**config.mk**
```make
export PLATFORM = sky130hd
export DESIGN_NAME = ljpf_ctrl
export DESIGN_NICKNAME = d
export VERILOG_FILES = /design/src/rtl/core/ljpf_pkg.sv /design/src/rtl/core/ljpf_ctrl.sv
export SDC_FILE = /design/constraint.sdc
export NUM_CORES = 1
export LEC_CHECK = 0
export BUFFER_PORTS_ARGS = -buffer_cell sky130_fd_sc_hd__buf_2
export CAP_MARGIN = 10
export CORE_MARGIN = 2
export CORE_UTILIZATION = 55
export DETAILED_ROUTE_END_ITERATION = 6
export MAX_ROUTING_LAYER = met4
export PLACE_DENSITY = 0.82
export SETUP_SLACK_MARGIN = 0.02
export SYNTH_ARGS = -nofsm -noshare
export SYNTH_HDL_FRONTEND = slang
export SYNTH_SLANG_ARGS = --single-unit
```
**constraint.sdc**
```tcl
create_clock -name clk -period 3.6 [get_ports clk]
set_input_delay 0 -clock clk [delete_from_list [all_inputs] [get_ports clk]]
set_output_delay 0 -clock clk [all_outputs]
set_load 0.05 [all_outputs]
```
**src/rtl/core/ljpf_pkg.sv**
```systemverilog
// shared types, constants and helpers of the lennard-jones pair force block
package ljpf_pkg;

  localparam int MAX_PARTICLES = 64;
  localparam int IDX_W         = $clog2(MAX_PARTICLES);
  localparam int CNT_W         = $clog2(MAX_PARTICLES + 1);
  localparam int COORD_W       = 32;
  localparam int DIFF_W        = COORD_W + 1;
  localparam int ACC_W         = 48;
  localparam int CFG_IDX_W     = 8;
  localparam int CFG_W         = 32;
  localparam int HALF_W        = 24;
  localparam int MAG_W         = 2 * HALF_W;
  localparam int PROD_W        = 2 * MAG_W;
  localparam int R2_W          = 64;
  localparam int FRAC_W        = 16;

  localparam logic [CFG_IDX_W-1:0] REG_SIGMA = CFG_IDX_W'(0);
  localparam logic [CFG_IDX_W-1:0] REG_EPS   = CFG_IDX_W'(1);
  localparam logic [CFG_W-1:0]     CFG_ONE   = CFG_W'(65536);

  // force and energy scale factors in q.16
  localparam logic [MAG_W-1:0] K_FORCE  = MAG_W'(48) << FRAC_W;
  localparam logic [MAG_W-1:0] K_ENERGY = MAG_W'(4) << FRAC_W;

  typedef enum logic [3:0] {
    OP_NOP, OP_LOAD, OP_CLR, OP_RD, OP_LATI, OP_LATJ, OP_MUL, OP_DIV,
    OP_SKIP, OP_WBJ, OP_WBI, OP_EMIT
  } dp_op_t;

  typedef enum logic [3:0] {
    M_SIG2, M_SQX, M_SQY, M_SQZ, M_S2, M_S3, M_S4, M_S6, M_S7,
    M_T, M_C, M_FX, M_FY, M_FZ, M_E1, M_E2
  } mop_t;

  typedef struct packed {
    dp_op_t           op;
    mop_t             mop;
    logic [IDX_W-1:0] addr;
    logic             last;
  } ljpf_cmd_t;

  typedef struct packed {
    logic mul_done;
    logic div_done;
    logic r2_zero;
  } ljpf_sts_t;

  localparam logic signed [ACC_W+1:0] ACC_POS = {3'b000, {(ACC_W-1){1'b1}}};
  localparam logic signed [ACC_W+1:0] ACC_NEG = {3'b111, {(ACC_W-1){1'b0}}};

  function automatic logic signed [ACC_W-1:0] sat_acc(input logic signed [ACC_W+1:0] v);
    if (v > ACC_POS) begin
      return ACC_POS[ACC_W-1:0];
    end else if (v < ACC_NEG) begin
      return ACC_NEG[ACC_W-1:0];
    end
    return v[ACC_W-1:0];
  endfunction

endpackage

```
**src/rtl/core/ljpf_ctrl.sv**
```systemverilog
// controller: load bookkeeping and the pair pass sequencer
module ljpf_ctrl (
  input  logic                clk,
  input  logic                rst_n,
  input  logic                start,
  input  logic                in_last_particle,
  output logic                busy,
  output ljpf_pkg::ljpf_cmd_t cmd,
  input  ljpf_pkg::ljpf_sts_t sts
);
  import ljpf_pkg::*;

  typedef enum logic [3:0] {
    S_IDLE, S_MUL, S_MWAIT, S_CLR, S_RDI, S_LATI, S_RDJ, S_LATJ,
    S_ZCHK, S_DWAIT, S_WBJ, S_WBI, S_ORD, S_OEMIT
  } state_t;

  state_t           state_r, state_nxt;
  logic [CNT_W-1:0] loaded_r, loaded_nxt, n_r, n_nxt, j_r, j_nxt, k_r, k_nxt;
  logic [IDX_W-1:0] i_r, i_nxt;
  mop_t             mop_r, mop_nxt;
  logic             full;

  assign full = loaded_r == CNT_W'(MAX_PARTICLES);

  always_comb begin
    state_nxt  = state_r;
    loaded_nxt = loaded_r;
    n_nxt      = n_r;
    i_nxt      = i_r;
    j_nxt      = j_r;
    k_nxt      = k_r;
    mop_nxt    = mop_r;
    cmd.op     = OP_NOP;
    cmd.mop    = mop_r;
    cmd.addr   = '0;
    cmd.last   = 1'b0;
    case (state_r)
      S_IDLE: begin
        if (start) begin
          cmd.addr = loaded_r[IDX_W-1:0];
          if (!full) begin
            cmd.op     = OP_LOAD;
            loaded_nxt = loaded_r + CNT_W'(1);
          end
          if (in_last_particle) begin
            n_nxt      = full ? loaded_r : loaded_r + CNT_W'(1);
            loaded_nxt = '0;
            k_nxt      = '0;
            mop_nxt    = M_SIG2;
            state_nxt  = S_MUL;
          end
        end
      end
      S_MUL: begin
        cmd.op    = OP_MUL;
        state_nxt = S_MWAIT;
      end
      S_MWAIT: begin
        if (sts.mul_done) begin
          state_nxt = S_MUL;
          case (mop_r)
            M_SIG2: state_nxt = S_CLR;
            M_SQX:  mop_nxt = M_SQY;
            M_SQY:  mop_nxt = M_SQZ;
            M_SQZ:  state_nxt = S_ZCHK;
            M_S2:   mop_nxt = M_S3;
            M_S3:   mop_nxt = M_S4;
            M_S4:   mop_nxt = M_S6;
            M_S6:   mop_nxt = M_S7;
            M_S7:   mop_nxt = M_T;
            M_T:    mop_nxt = M_C;
            M_C:    mop_nxt = M_FX;
            M_FX:   mop_nxt = M_FY;
            M_FY:   mop_nxt = M_FZ;
            M_FZ:   state_nxt = S_WBJ;
            M_E1:   mop_nxt = M_E2;
            M_E2: begin
              k_nxt     = '0;
              state_nxt = S_ORD;
            end
            default: state_nxt = S_IDLE;
          endcase
        end
      end
      S_CLR: begin
        cmd.op   = OP_CLR;
        cmd.addr = k_r[IDX_W-1:0];
        k_nxt    = k_r + CNT_W'(1);
        if (k_r + CNT_W'(1) == n_r) begin
          k_nxt = '0;
          i_nxt = '0;
          if (n_r < CNT_W'(2)) begin
            mop_nxt   = M_E1;
            state_nxt = S_MUL;
          end else begin
            state_nxt = S_RDI;
          end
        end
      end
      S_RDI: begin
        cmd.op    = OP_RD;
        cmd.addr  = i_r;
        state_nxt = S_LATI;
      end
      S_LATI: begin
        cmd.op    = OP_LATI;
        j_nxt     = CNT_W'(i_r) + CNT_W'(1);
        state_nxt = S_RDJ;
      end
      S_RDJ: begin
        cmd.op    = OP_RD;
        cmd.addr  = j_r[IDX_W-1:0];
        state_nxt = S_LATJ;
      end
      S_LATJ: begin
        cmd.op    = OP_LATJ;
        mop_nxt   = M_SQX;
        state_nxt = S_MUL;
      end
      S_ZCHK: begin
        if (sts.r2_zero) begin
          cmd.op    = OP_SKIP;
          state_nxt = S_WBJ;
        end else begin
          cmd.op    = OP_DIV;
          state_nxt = S_DWAIT;
        end
      end
      S_DWAIT: begin
        if (sts.div_done) begin
          mop_nxt   = M_S2;
          state_nxt = S_MUL;
        end
      end
      S_WBJ: begin
        cmd.op   = OP_WBJ;
        cmd.addr = j_r[IDX_W-1:0];
        j_nxt    = j_r + CNT_W'(1);
        state_nxt = (j_r + CNT_W'(1) == n_r) ? S_WBI : S_RDJ;
      end
      S_WBI: begin
        cmd.op   = OP_WBI;
        cmd.addr = i_r;
        if (CNT_W'(i_r) + CNT_W'(2) == n_r) begin
          mop_nxt   = M_E1;
          state_nxt = S_MUL;
        end else begin
          i_nxt     = i_r + IDX_W'(1);
          state_nxt = S_RDI;
        end
      end
      S_ORD: begin
        cmd.op    = OP_RD;
        cmd.addr  = k_r[IDX_W-1:0];
        state_nxt = S_OEMIT;
      end
      S_OEMIT: begin
        cmd.op   = OP_EMIT;
        cmd.addr = k_r[IDX_W-1:0];
        cmd.last = k_r + CNT_W'(1) == n_r;
        k_nxt    = k_r + CNT_W'(1);
        state_nxt = cmd.last ? S_IDLE : S_ORD;
      end
      default: state_nxt = S_IDLE;
    endcase
  end

  always_ff @(posedge clk) begin
    if (!rst_n) begin
      state_r  <= S_IDLE;
      loaded_r <= '0;
      n_r      <= '0;
      i_r      <= '0;
      j_r      <= '0;
      k_r      <= '0;
      mop_r    <= M_SIG2;
    end else begin
      state_r  <= state_nxt;
      loaded_r <= loaded_nxt;
      n_r      <= n_nxt;
      i_r      <= i_nxt;
      j_r      <= j_nxt;
      k_r      <= k_nxt;
      mop_r    <= mop_nxt;
    end
  end

  assign busy = state_r != S_IDLE;

endmodule

```
==> results of run 1 <==
==> metrics by stage <==
step | hold WS [ns] | total power (uW) | util | cells
finish | 0.0641 | 1570 | 0.596 | 524
global route | 0.0766 | 1660 | 0.596 | 524
CTS | 0.0598 | 1570 | 0.596 | 524
detailed placement | 0.378 | 1200 | 0.578 | 516
global placement | 0.380 | 1200 | 0.578 | 516
floorplan | 0.191 | 1080 | - | 454
==> state kept, by name, indices dropped and copies added, names as in the netlist <==
register	flops
j_r	7
k_r	7
loaded_r	7
n_r	7
i_r	6
mop_r	4
state_r	4
==> area by class of cell <==
type                       instances  area share
multi-input combinational        364       0.657
inverter                          10      0.0106
clock inverter                     1     0.00851
clock buffer                       7      0.0216
tap                               75      0.0266
sequential                        42       0.238
timing repair buffer              25      0.0376
==> kinds of logic (layout without fill, tap and decap cells) <==
kind of cell             Yosys count  in the layout  share of synthesized area
flip-flops                        42             42                      0.250
XOR/XNOR                          37             37                     0.0962
AND/OR/NAND/NOR                  190            190                      0.278
adder cells (fa/ha/maj)            6              6                     0.0223
buffers and inverters             48             43                     0.0628
multiplexers                      13             13                     0.0390
AO/OA/AOI/OAI                    118            118                      0.252
==> worst register-to-register path: cells and delay by family (launching register included) <==
kind | cells | cell delay [ns]
compound gates | 1 | 0.13
flops | 1 | 1.07
simple gates | 5 | 1.29
mux | 1 | 0.21
==> cells in the final DEF (no fill, tap or decap), drive strengths merged, types with 8 or more instances in the layout <==
cell type	count
a21oi	27
and3	8
buf	25
dfxtp	42
inv	10
mux2i	12
nand2	52
nand3	22
nor2	53
nor2b	10
nor3	10
o21ai	22
xnor2	19
xor2	18
==> routing by layer <==
layer	up-vias	track usage	wire length, microns
li1	1615	-	-
met1	1562	0.343	3780
met2	148	0.447	4060
met3	25	0.0511	636
met4	0	0.105	191
met5	-	-	0
==> power by group through the flow <==
stage | registers (uW) | clock network [uW] | logic (uW)
4_1_cts | 549 | 377 | 645
6_report | 552 | 369 | 654
3_3_place_gp | 559 | 0 | 638
5_1_grt | 558 | 400 | 704
3_5_place_dp | 560 | 0 | 644
2_1_floorplan | 521 | 0 | 556
==> path summary, 6_finish.rpt <==
kind                            startpoint          to  slack, ns  cells past startpoint
worst max-delay path            state_r[3]      cmd[2]       0.69                      6
worst min-delay path                sts[1]  state_r[3]       0.06                      4
worst max register to register  state_r[3]    mop_r[2]       0.82                      7
worst min register to register      j_r[6]      j_r[6]       0.50                      2
==> metrics.txt, run 1 <==
critical path startpoint category=flip-flop; number of vias in the routed layout=between 3000 and 4000; Port-buffer cells=22; cell taking the most area after synthesis=dfxtp_1; clock insertion delay at the later pin of the skew report=about 0.30 ns; Core Region=about 6000 sq um; total wire length=~8700 microns; global-route wire length before repair=approximately 14000 microns; fraction of layout instances using a drive strength above 1=0.107; GP Congestion=between 0.9 and 1; Worst Tran Pin Value=between 1 and 1.5 ns; count of unique library cells instantiated by Yosys=between 60 and 70; worst min-delay path class=in2reg; part of the power in registers=0.350; final antenna diode count=0; Relative slew margins=0.257; sequential cell area in the final layout=841 sq um; Achievable Freq=around 340 MHz; Power Internal=913 uW; sum of net half-perimeters after detailed placement=~6400 microns; Layout Cell Area excl Fill=about 3500 sq um; ranking of synthesized cells by instance count=nor2_1 (53), nand2_1 (52), dfxtp_1 (42); element type at the critical path end=primary output; number of rows in the core area=28; max-slew violation count=0; synthesized instance count=454; share of async-settable or async-resettable flops after synthesis=0; most used flip-flop cell after synthesis=dfxtp_1; min cycle time layout=2.91 ns; #FFs+latches synth=42; Arrival @ worst endpoint=roughly 2.9 ns; peak supply drop=between 200 and 300 uV; Synth top area share=0.250; Max stage delay on crit path=1.07 ns; Clock Power Share=0.234; placed standard-cell area=approximately 3400 sq um; most instantiated library cell after synthesis=nor2_1; clock tree from TritonCTS=yes; final period utilization=0.808; count of final hold-check violations=0; smallest setup slack after layout=between 0.6 and 0.7 ns; CP max stage cell=dfxtp_1; initial cell density of the core=0.569; initial antenna violation count=0; number of max-capacitance violations reported=0; cell-by-cell listing of the critical path=nor2b_1, o21ai_0, nor2_1, a221oi_1, o21ai_0, buf_2; Switching Share=0.420; most area-consuming cells after synthesis=dfxtp_1 (25%), nor2_1 (5.9%), nand2_1 (5.8%); clk sink count=42; number of setup violations in the final report=0; number of enable-type register cells in the synthesized netlist=0; # fillers=roughly 540; post-CTS repair timing setup buffer count=0; DR DRC count=0; die extent in x=just over 80 microns; Clock Skew=slightly above 0.009 ns; clock slew at the register clock pins of the worst setup and hold paths=around 0.080 ns; global-route congestion overflow total=0; CP most frequent cell=o21ai_0; final total negative setup slack=0 ns; Clock Path Buffers=2; Resized cells post-CTS=0; full die area=a little under 7000 sq um; die height=~82 microns; Clk Tree Root Cell=clkbuf_8; Syn Nets=467; remaining antenna violation count after routing=0; reported net switching power=between 600 and 700 uW; Static Leakage=0.00135 uW; count of pins on the block boundary=23; Critical Setup Path Class=reg2out; relative contribution of combinational cells to total power=0.415; yosys synthesis warning count=0; Critical Path Fanout Max=32; pin count of the biggest net entering global routing=33; number of DRC markers in iteration 0=~340; nets=461; number of search-and-repair iterations in the first detailed-routing pass=6; unrepaired setup endpoints after global routing=no; gate family responsible for the most delay along the worst path=flip-flops; CP Buf/Inv Count=1; sequential-to-total area share from yosys stat=0.250; Vias per Instance=around 6.4; total global-route track usage=0.277; routed length per placed instance=about 17 microns; synthesized cell area=~3400 sq um; pre-CTS worst setup slack=0.907 ns; htree depth=2; cts hold-fix bufs=0; area of the multi-input gates=between 2000 and 2500 sq um; synthesized area per cell=7.42 sq um; TritonCTS Buffers=5; total power per unit cell area=between 400 and 500 nW/um^2; Crit path required time=approximately 3.6 ns; area overhead of the layout relative to synthesis=4.72%; vias in the first global route=roughly 3000; outcome=finished, final reports clean
Power figures use the tool's default switching activity.
==> inputs of run 2 (changes only) <==
Settings changed: PLACE_DENSITY 0.82 to 0.84.
Clock period 3.6 ns to 2.4 ns, I/O delays scaled along.
==> run 2 against run 1 <==
Against the previous run: non-clock buffer count rose by 23; setup slack got worse by 0.54 ns; global-route usage rose by 1.4 points; register-to-register slack got worse by 0.67 ns; cell area rose by 5.5%; die area did not move; sequential share of layout area fell by 1.0 points; clock skew barely moved; clock power rose by 31%; highest routed layer unchanged.
==> metrics.txt, run 2 (same netlist as run 1, synthesis figures left out) <==
outcome=finished, final reports clean; peak supply drop=around 860 uV; pin count of the biggest net entering global routing=30; number of vias in the routed layout=approximately 3500; number of rows in the core area=28; Relative slew margins=0.694; global-route wire length before repair=14900 microns; clk sink count=42; Max stage delay on crit path=roughly 0.42 ns; clock tree from TritonCTS=yes; area overhead of the layout relative to synthesis=10.4%; routed length per placed instance=~17 microns; count of final hold-check violations=0; GP Congestion=slightly above 1; element type at the critical path end=flip-flop; global-route congestion overflow total=0; min cycle time layout=approximately 2.3 ns; final antenna diode count=0; Clock Skew=between 0.008 and 0.009 ns; Static Leakage=around 0.0015 uW; Clock Path Buffers=2; CP max stage cell=nor4_4; number of max-capacitance violations reported=0; Levels on crit path=8; final total negative setup slack=0 ns; Finished Layout Cells=547; critical path startpoint category=flip-flop; cells on worst reg2reg path=8; initial cell density of the core=0.569; number of DRC markers in iteration 0=between 300 and 400; Port-buffer cells=22; htree depth=2; DR DRC count=0; number of setup violations in the final report=0; Total Power=around 2400 uW; Vias per Instance=roughly 6.4; Clk Tree Root Cell=clkbuf_8; cell-by-cell listing of the critical path=ha_4, o21ba_2, a221oi_2, a21oi_2, nor4_4, a211oi_2, nor3b_4, mux2i_1; gate family responsible for the most delay along the worst path=simple AND/OR/NAND/NOR gates; Critical Path Fanout Max=6; fraction of layout instances using a drive strength above 1=0.172; total wire length=9380 microns; worst min-delay path class=in2reg; nets=between 400 and 500; Arrival @ worst endpoint=about 2.5 ns; sum of net half-perimeters after detailed placement=7020 microns; Worst Tran Pin Value=~0.46 ns; most frequent cells in the layout=nand2_1 (52), nor2_1 (52), dfxtp_1 (36); vias in the first global route=~3100; count of pins on the block boundary=23; die extent in x=between 80 and 90 microns; cell depth of the worst hold path=4; cts hold-fix bufs=0; placed cell count=538; CP Buf/Inv Count=0; die height=82.3 microns; number of search-and-repair iterations in the first detailed-routing pass=5; final period utilization=0.938; unrepaired setup endpoints after global routing=no; Crit path required time=approximately 2.6 ns; remaining antenna violation count after routing=0; TritonCTS Buffers=5; full die area=roughly 6800 sq um; max-slew violation count=0; Achievable Freq=~440 MHz; Core Region=~5900 sq um; clock slew at the register clock pins of the worst setup and hold paths=~0.09 ns; Critical Setup Path Class=reg2reg; initial antenna violation count=0; total power per unit cell area=639 nW/um^2; clock insertion delay at the later pin of the skew report=around 0.3 ns; total global-route track usage=0.291
[run 2: cell count changes in the layout (fill, tap and decap cells not counted), moves of 2 or more]
cell,change
ha_1,-2
buf_4,+23
dfxtp_2,+6
dfxtp_1,-6
ha_4,+2
[run 2: worst paths after layout]
check	to	slack, ns	from
setup / recovery	mop_r[1]	0.15	i_r[2]
setup reg to reg	mop_r[1]	0.15	i_r[2]
hold / removal	state_r[3]	0.07	sts[1]
hold reg to reg	j_r[6]	0.51	j_r[6]
[run 2: per-stage QoR]
step                area [sq um]  hold slack [ns]   util  setup slack, ns
floorplan                   3370            0.191      -           0.0117
global placement            3590            0.371  0.606            0.115
detailed placement          3590            0.377  0.606           0.0327
CTS                         3680           0.0652  0.621           0.0374
global route                3720           0.0736  0.628           0.0206
finish                      3720           0.0692  0.628            0.149
[run 2: power by group]
part | internal [uW] | switching [uW] | leakage (uW)
clock network | 232 | 249 | 0.0000482
registers | 731 | 71.7 | 0.000342
logic | 386 | 708 | 0.00107
[run 2: worst register-to-register path, stage by stage, from the launching register on]
cell	delay [ns]
dfxtp_2	0.34
ha_4	0.18
o21ba_2	0.20
a221oi_2	0.25
a21oi_2	0.07
nor4_4	0.42
a211oi_2	0.17
nor3b_4	0.33
mux2i_1	0.22
[run 2: cell type report]
| type | instances | area, sq um |
|---|---|---|
| multi-input cells | 364 | 2340 |
| fillers | 514 | 2200 |
| flip-flops and latches | 42 | 848 |
| repair buffers | 48 | 305 |
| well taps | 75 | 93.8 |
| clock buffers | 7 | 86.3 |
| inverters | 10 | 37.5 |
| clock inverters | 1 | 5.00 |
[run 2: per-layer routing]
metal / global-route usage / wire length, microns
met5: - / 0
met4: 0.0967 / 295
met3: 0.0457 / 748
met2: 0.462 / 4320
met1: 0.377 / 4020
[run 2: repair_timing]
action                                  CTS  global route
endpoints found under the setup margin    1            12
gates resized for setup                   0            13
setup buffers                             0             1
endpoints found under the hold margin     0             0
pin swaps                                 1             4
==> inputs of run 3 (changes only) <==
Settings changed: CORE_MARGIN 2 to 10, CORE_UTILIZATION 55 to 25, PLACE_DENSITY 0.84 to 0.39.
==> run 3 against run 2 <==
Against the previous run: setup slack improved by 0.0063 ns; global-route usage fell by 16 points; fmax rose by 0.28%; critical path depth fell by 1; non-clock buffer count rose by 8; sequential cell count did not move; register-to-register slack barely moved; clock skew rose by 0.0018 ns; cell area rose by 5.6%; sequential share of layout area fell by 1.3 points; clock power rose by 41%; critical path type unchanged; critical endpoint is now state_r[2]; highest routed layer unchanged.
==> metrics.txt, run 3 (same netlist as run 1, synthesis figures left out) <==
outcome=finished, final reports clean; htree depth=2; Clk Tree Root Cell=clkbuf_16; Switching Share=0.421; nets=a little under 500; part of the power in registers=0.304; remaining antenna violation count after routing=0; Relative slew margins=0.688; Critical Path Fanout Max=8; total wire length=11300 microns; Total Power=~2600 uW; final antenna diode count=0; fin util=0.297; gate family responsible for the most delay along the worst path=simple AND/OR/NAND/NOR gates; sum of net half-perimeters after detailed placement=8850 microns; most frequent cells in the layout=nor2_1 (53), nand2_1 (51), dfxtp_1 (40); area overhead of the layout relative to synthesis=16.7%; clk sink count=between 40 and 50; initial cell density of the core=0.254; CP Buf/Inv Count=0; Vias per Instance=slightly above 5; clock insertion delay at the later pin of the skew report=0.30 ns; CP max stage cell=dfxtp_1; max-slew violation count=0; unrepaired setup endpoints after global routing=yes; initial antenna violation count=0; number of DRC markers in iteration 0=218; critical path startpoint category=flip-flop; Core Region=approximately 13000 sq um; clock slew at the register clock pins of the worst setup and hold paths=about 0.070 ns; number of max-capacitance violations reported=0; die extent in x=between 100 and 150 microns; number of setup violations in the final report=0; cts hold-fix bufs=0; number of rows in the core area=42; Port-buffer cells=22; Critical Setup Path Class=reg2reg; Clock Skew=approximately 0.011 ns; Achievable Freq=about 450 MHz; pin count of the biggest net entering global routing=27; element type at the critical path end=flip-flop; count of pins on the block boundary=23; Max stage delay on crit path=0.48 ns; leading cell type in the layout, fill and taps excluded=nor2_1; fraction of layout instances using a drive strength above 1=0.175; Worst Tran Pin Value=about 0.46 ns; TritonCTS Buffers=5; DR DRC count=0; area of the multi-input gates=roughly 2300 sq um; global-route congestion overflow total=0; Power Internal=1530 uW; number of vias in the routed layout=about 3400; cell-by-cell listing of the critical path=and3_1, nand3_1, xnor2_1, or3_1, o21ai_0, nand2_1, o311a_2; final-layout worst hold slack=approximately 0.066 ns; final total negative setup slack=0 ns; relative contribution of combinational cells to total power=0.438; clock tree from TritonCTS=yes; Arrival @ worst endpoint=~2.4 ns; routed length per placed instance=roughly 17 microns; worst min-delay path class=in2reg; vias in the first global route=~3200; reported net switching power=between 1000 and 1500 uW; peak supply drop=about 350 uV; Clock Power Share=0.258; number of search-and-repair iterations in the first detailed-routing pass=4; sequential cell area in the final layout=between 800 and 900 sq um; full die area=~19000 sq um; min cycle time layout=between 2 and 2.5 ns; Crit path required time=roughly 2.6 ns; die height=136 microns; total power per unit cell area=just under 700 nW/um^2; Static Leakage=0.00152 uW; global-route wire length before repair=approximately 18000 microns; count of final hold-check violations=0; # fillers=1498; total global-route track usage=0.128; final period utilization=0.935; Clock Path Buffers=2; GP Congestion=0.865
[run 3: changes by cell type in the layout (fill, tap and decap cells not counted), sizes merged]
cell	previous run	this run
buf	48	56
clkbuf	7	6
clkinv	1	2
[run 3: repair_timing]
action,4_1_cts,5_1_grt
buffers inserted,0,1
pin swaps,1,0
resized for setup,0,6
setup endpoints to repair,3,13
[run 3: final cells by class]
type,instances,share of cell area
Clock buffer,6,0.0328
Clock inverter,2,0.00350
Inverter,10,0.00955
Multi-Input combinational cell,364,0.591
Sequential cell,42,0.215
Tap cell,176,0.0560
Timing Repair Buffer,56,0.0929
[run 3: power by group through the flow]
stage | sequential (uW) | combinational [uW] | clock [uW]
detailed placement | 818 | 1140 | 0
floorplan | 781 | 834 | 0
global route | 814 | 1260 | 732
global placement | 819 | 1130 | 0
CTS | 802 | 1140 | 711
finish | 803 | 1160 | 681
[run 3: worst reg2reg max path: cells and delay by family (launching register included)]
| kind | cells | cell delay (ns) |
|---|---|---|
| AOI/OAI and AO/OA | 2 | 0.58 |
| xor gates and xnor gates | 1 | 0.18 |
| DFF | 1 | 0.48 |
| and+or+nand+nor | 4 | 0.89 |
[run 3: through the flow]
step	worst slack, ns	instance area (sq um)	std cells
3_5_place_dp	0.00492	3770	647
2_1_floorplan	0.0117	3370	454
3_3_place_gp	0.0801	3770	647
4_1_cts	0.0768	3920	655
6_report	0.156	3930	656
5_1_grt	-0.000834	3930	656
[run 3: worst paths after layout]
kind         slack (ns)   start         end  cells after the start
max                0.16  j_r[3]  state_r[2]                      7
min                0.07  sts[1]  state_r[3]                      4
max reg2reg        0.16  j_r[3]  state_r[2]                      7
min reg2reg        0.49  j_r[6]      j_r[6]                      2
[run 3: layer usage]
layer  GRT usage  vias to the layer above  wire length (microns)
met5           -                        -                      0
met3      0.0214                       11                    370
met4      0.0408                        0                    173
li1            -                     1678                      -
met1       0.168                     1633                   5610
met2       0.195                       56                   5130
